**src/rtl/swmq_pkg.sv**
```systemverilog
// Shared types, codes and constants for the sorted window mean query unit.
// No dependencies; swmq_cell and the top level refer to this package by scope.
package swmq_pkg;

	localparam int VALUE_W      = 32;   // stored value width, Q16.16
	localparam int COUNT_W      = 11;   // in_count field width
	localparam int SUM_W        = 42;   // window_sum field width
	localparam int MEAN_W       = 32;   // window_mean field width
	localparam int DEPTH_DEF    = 1024; // default store depth
	localparam int BND_W        = 50;   // window bound width, holds centre +/- half-width

	localparam logic [31:0] THRESH_RST = 32'hFFF6_0000; // -10.0
	localparam logic [31:0] SCALE_RST  = 32'h0001_0000; //  1.0

	typedef enum logic [1:0] {
		REQ_CLEAR = 2'd0,
		REQ_LOAD  = 2'd1,
		REQ_BUILD = 2'd2,
		REQ_QUERY = 2'd3
	} req_kind_t;

	typedef enum logic [1:0] {
		STAT_OK     = 2'd0,
		STAT_FULL   = 2'd1,
		STAT_NO_BLD = 2'd2
	} status_t;

	typedef enum logic {
		CFG_THRESH = 1'b0,
		CFG_SCALE  = 1'b1
	} cfg_index_t;

	typedef enum logic [3:0] {
		ST_IDLE,
		ST_MUL,
		ST_BOUND,
		ST_SRCH_RD,
		ST_SRCH_CMP,
		ST_PS_A,
		ST_PS_B,
		ST_PS_C,
		ST_DIV,
		ST_BLD_RD,
		ST_BLD_SETTLE,
		ST_BLD_DRAIN,
		ST_DONE
	} state_t;

	typedef struct packed {
		logic [1:0]         req_type;
		logic [VALUE_W-1:0] load_value;
		logic [VALUE_W-1:0] query_center;
		logic [31:0]        query_spread;
	} req_word_t;

	typedef struct packed {
		logic [COUNT_W-1:0] in_count;
		logic [SUM_W-1:0]   window_sum;
		logic [MEAN_W-1:0]  window_mean;
		logic               mean_valid;
		logic [1:0]         status;
	} rsp_word_t;

	// One slot of the sorting chain.
	typedef struct packed {
		logic               vld;
		logic [VALUE_W-1:0] val;
	} cell_word_t;

	typedef struct packed {
		logic clear; // drop every held value
		logic shift; // move every held value one cell towards the head
	} cell_ctrl_t;

endpackage

```
**src/rtl/swmq_cell.sv**
```systemverilog
// One cell of the systolic insertion sorter: keeps the smaller value, passes the larger on.
// Depends on swmq_pkg.
module swmq_cell (
	input  logic                 clk,
	input  logic                 arst_n,
	input  swmq_pkg::cell_ctrl_t ctrl,
	input  swmq_pkg::cell_word_t left_in,
	input  swmq_pkg::cell_word_t right_held,
	output swmq_pkg::cell_word_t held,
	output swmq_pkg::cell_word_t pass
);

	swmq_pkg::cell_word_t held_q;
	swmq_pkg::cell_word_t pass_q;

	always_ff @(posedge clk or negedge arst_n) begin
		if (!arst_n) begin
			held_q <= '0;
			pass_q <= '0;
		end else if (ctrl.clear) begin
			held_q.vld <= 1'b0;
			pass_q.vld <= 1'b0;
		end else if (ctrl.shift) begin
			held_q     <= right_held;
			pass_q.vld <= 1'b0;
		end else if (left_in.vld) begin
			if (!held_q.vld) begin
				held_q     <= left_in;
				pass_q.vld <= 1'b0;
			end else if ($signed(left_in.val) < $signed(held_q.val)) begin
				// keep the newcomer, push the old one down
				held_q <= left_in;
				pass_q <= held_q;
			end else begin
				pass_q <= left_in;
			end
		end else begin
			pass_q.vld <= 1'b0;
		end
	end

	assign held = held_q;
	assign pass = pass_q;

endmodule

```
**config.mk**
```make
export PLATFORM = sky130hd
export DESIGN_NAME = swmq_cell
export DESIGN_NICKNAME = d
export VERILOG_FILES = /design/src/rtl/swmq_pkg.sv /design/src/rtl/swmq_cell.sv
export SDC_FILE = /design/constraint.sdc
export NUM_CORES = 1
export LEC_CHECK = 0
export BUFFER_PORTS_ARGS = -buffer_cell sky130_fd_sc_hd__buf_2
export CORE_AREA = 2 2 96 98
export DETAILED_ROUTE_END_ITERATION = 10
export DIE_AREA = 0 0 98 100
export GPL_TIMING_DRIVEN = 1
export PLACE_DENSITY = 0.82
export SYNTH_ARGS = -nofsm -noshare
export SYNTH_HDL_FRONTEND = slang
export SYNTH_SLANG_ARGS = --single-unit
```
**constraint.sdc**
```tcl
create_clock -name clk -period 3.5 [get_ports clk]
set_input_delay 0.175 -clock clk [delete_from_list [all_inputs] [get_ports clk]]
set_output_delay 0.175 -clock clk [all_outputs]
set_load 0.02 [all_outputs]
```
==> results.cfg <==
[timing]
finalHoldViolCount = 0
period_needed_ns = 3.38
timing.slew.headroom_pct = 30.7
fin_worst_skew_ns = 0.00450
maxSlewViolCount = 0
rsz0062_at_grt = false
fmax_ghz = 0.295
fin_setup_tns_ns = 0
period_share_pct = 96.7
worst_pin_slew_ns = 1.04
setup_slack_ns = 0.115
setup_viol = 0

[floorplan]
initial_core_util_pct = 50.6
dieArea_mm2 = 0.00980
core-area_mm2 = 0.00889
num_rows = 35
io-pin-count = 136
die_h_um = 100
die-width_um = 98

[setup_path]
reg2reg_setup_slack_ns = 0.12
reg2reg_to = held[31]$_DFFE_PN0P_
cp_max_fo = 33
path_common_cell = buf_4
timing.rr.start = held[1]$_DFFE_PN0P_
criticalPathCategory = register to register
crit_path_top_delay_cell = a2bb2oi_4
required_ns = 3.74
cp-end-kind = register
arrival_ns = 3.63
reg2reg_depth = 9
cp_cell_sequence = inv_1 > ha_1 > a2111o_1 > a31oi_1 > buf_4 > a2bb2oi_4 > a31oi_4 > buf_4 > o311a_1
startpoint_type = register
slowest_delay_ns = 0.77

[synthesis]
syn_inst = 495
synth_seq_cells = 66
synth_nets = 596
yosysSeqAreaShare_pct = 36.7
ys_types = 38
synth_warnings = 0
yosys-top-cells-area = dfrtp_1, a221oi_2, ha_1, nor2_1, inv_1
synth_area_mm2 = 0.00450
yosys.area.top_type = dfrtp_1
async_flop_share_pct = 100
netlist.area_leader.share_pct = 36.7
synth.avg_cell_area_um2 = 9.08
synth-edff-count = 0
synth-main-ff-cell = dfrtp_1

[placed_design]
portBuffers = 135
gp_congestion = 0.816
hpwl_mm = 9.39
dp_slack_ns = 0.217
placed_cell_area_mm2 = 0.00529

[min_path]
min_path_cells = 2
holdCritStartpoint = ctrl[1]
holdPathEnd = held[32]$_DFFE_PN0P_
hold_path_class = input port to register

[global_route]
overflow = 0
grt_max_degree = 46
grt_antenna_before_repair = 1
grt_usage_pct = 27.8
grt_pass1_wl_mm = 22.0
grt_pass1_vias = 4403

[clock_tree]
clockBufferDepth = 2
path_clk_slew_ns = 0.08
cts_tree = done
root_buffer = clkbuf_8
numCtsBuffers = 9
cts-htree-levels = 3
clock_latency_ns = 0.35
post_cts.repair.setup_buffers = 0
clock_sinks = 66

[pwr]
power.switching_uw = 1510
clock_power_share_pct = 18.9
power_density_mw_per_mm2 = 624
p_int_uw = 1900
ir_drop_v = 0.000346
power_leakage_uw = 0.00273
swShare_pct = 44.3
pwr-share-seq_pct = 34.2
p_comb_share_pct = 46.9

[drt]
antenna_left = 0
wl_mm = 13.7
vias = 4598
viasPerCell = 6.29
drc = 0
wl_per_cell_um = 18.7
drtPass1Iterations = 5
drt_iter0_markers = 449

[finish]
num-nets-final = 717
finalInstanceArea_mm2 = 0.00548
drive_gt1_share_pct = 33.5
antenna_cells = 0
areaGrowthSynthToFinish_pct = 22.0

[run]
cap_viol_max_count = 0

[run_status]
status = finished clean
==> how the worst max path moves through the flow <==
stage,start,to,slack (ns),depth (start not counted)
finish,held[1]$_DFFE_PN0P_,held[31]$_DFFE_PN0P_,0.12,9
global route,held[9]$_DFFE_PN0P_,held[31]$_DFFE_PN0P_,0.03,9
floorplan,held[31]$_DFFE_PN0P_,held[2]$_DFFE_PN0P_,0.84,10
CTS,held[1]$_DFFE_PN0P_,held[31]$_DFFE_PN0P_,0.18,9
global placement,held[1]$_DFFE_PN0P_,held[31]$_DFFE_PN0P_,0.35,9
detailed placement,held[1]$_DFFE_PN0P_,held[31]$_DFFE_PN0P_,0.22,9
==> sequential cells by signal (all words and copies together), names as in the netlist <==
register  cells
pass         33
held         33
==> logic make-up after synthesis <==
family | after synthesis | share of synthesized area [%]
and+or+nand+nor | 130 | 14.1
buffers and inverters | 107 | 9.88
DFF | 66 | 36.7
AOI/OAI and AO/OA | 161 | 30.7
adders and majority gates | 31 | 8.63
==> stage by stage <==
stage,utilization [%],power [uW],hold slack (ns),cells
floorplan,-,2230,-0.121,495
global placement,59.5,2710,0.259,715
detailed placement,59.5,2770,0.272,715
CTS,61.7,3410,0.0165,731
global route,61.7,3630,0.0323,731
finish,61.7,3420,0.0221,731
==> per-layer routing <==
metal  up-vias  wire length, um  global-route usage (%)
li1       2110                -                       -
met1      2241             5500                    36.2
met2       221             6720                    47.0
met3        24             1150                    4.53
met4         2              292                    10.6
met5         -               16                       0
==> critical path, delay by kind of cell, from the launching register on <==
kind,cells,cell delay [ns]
fa+ha+maj,1,0.27
compound gates,5,2.03
buf+inv,3,0.56
flops,1,0.40
==> layout by cell type (no fill, tap or decap), types with 2 or more instances in the layout <==
cell / instances
o22ai_1: 31
nor2_1: 68
dfrtp_1: 66
buf_4: 16
a221o_1: 2
nand2_1: 11
a221oi_2: 31
clkbuf_8: 13
nand3_1: 3
clkinv_2: 2
o31ai_1: 32
nor3_1: 2
nand4_1: 36
nand2b_1: 3
a221oi_1: 2
inv_1: 65
buf_2: 135
a21oi_1: 12
a31oi_1: 33
o21ai_0: 6
ha_1: 31
==> cells in the mapped netlist, types with 6 or more instances <==
| master | number |
|---|---|
| a21oi_1 | 12 |
| clkbuf_1 | 29 |
| inv_1 | 65 |
| o31ai_1 | 32 |
| o22ai_1 | 31 |
| nand4_1 | 36 |
| nand2_1 | 11 |
| ha_1 | 31 |
| buf_2 | 7 |
| o21ai_0 | 6 |
| dfrtp_1 | 66 |
| a31oi_1 | 33 |
| a221oi_2 | 31 |
| nor2_1 | 70 |
==> area by class of cell <==
cell class | count | area [um2]
clock buffer | 13 | 179
clock inverter | 2 | 10.0
fill | 754 | 3410
inverter | 65 | 244
multi-input combinational | 322 | 2450
sequential | 66 | 1650
tap | 111 | 139
timing repair buffer | 152 | 806
==> repair_timing <==
action	in CTS	in global routing
hold buffers	1	0
resized for setup	0	0
endpoints found under the hold margin	30	0
==> power groups by stage <==
stage / registers, uW / logic [uW] / clock network, uW
6_report: 1170 / 1610 / 645
5_1_grt: 1200 / 1750 / 678
4_1_cts: 1170 / 1600 / 647
3_5_place_dp: 1180 / 1590 / 0
3_3_place_gp: 1170 / 1550 / 0
2_1_floorplan: 1430 / 807 / 0
Note: power is estimated with default switching activity, not from simulation.
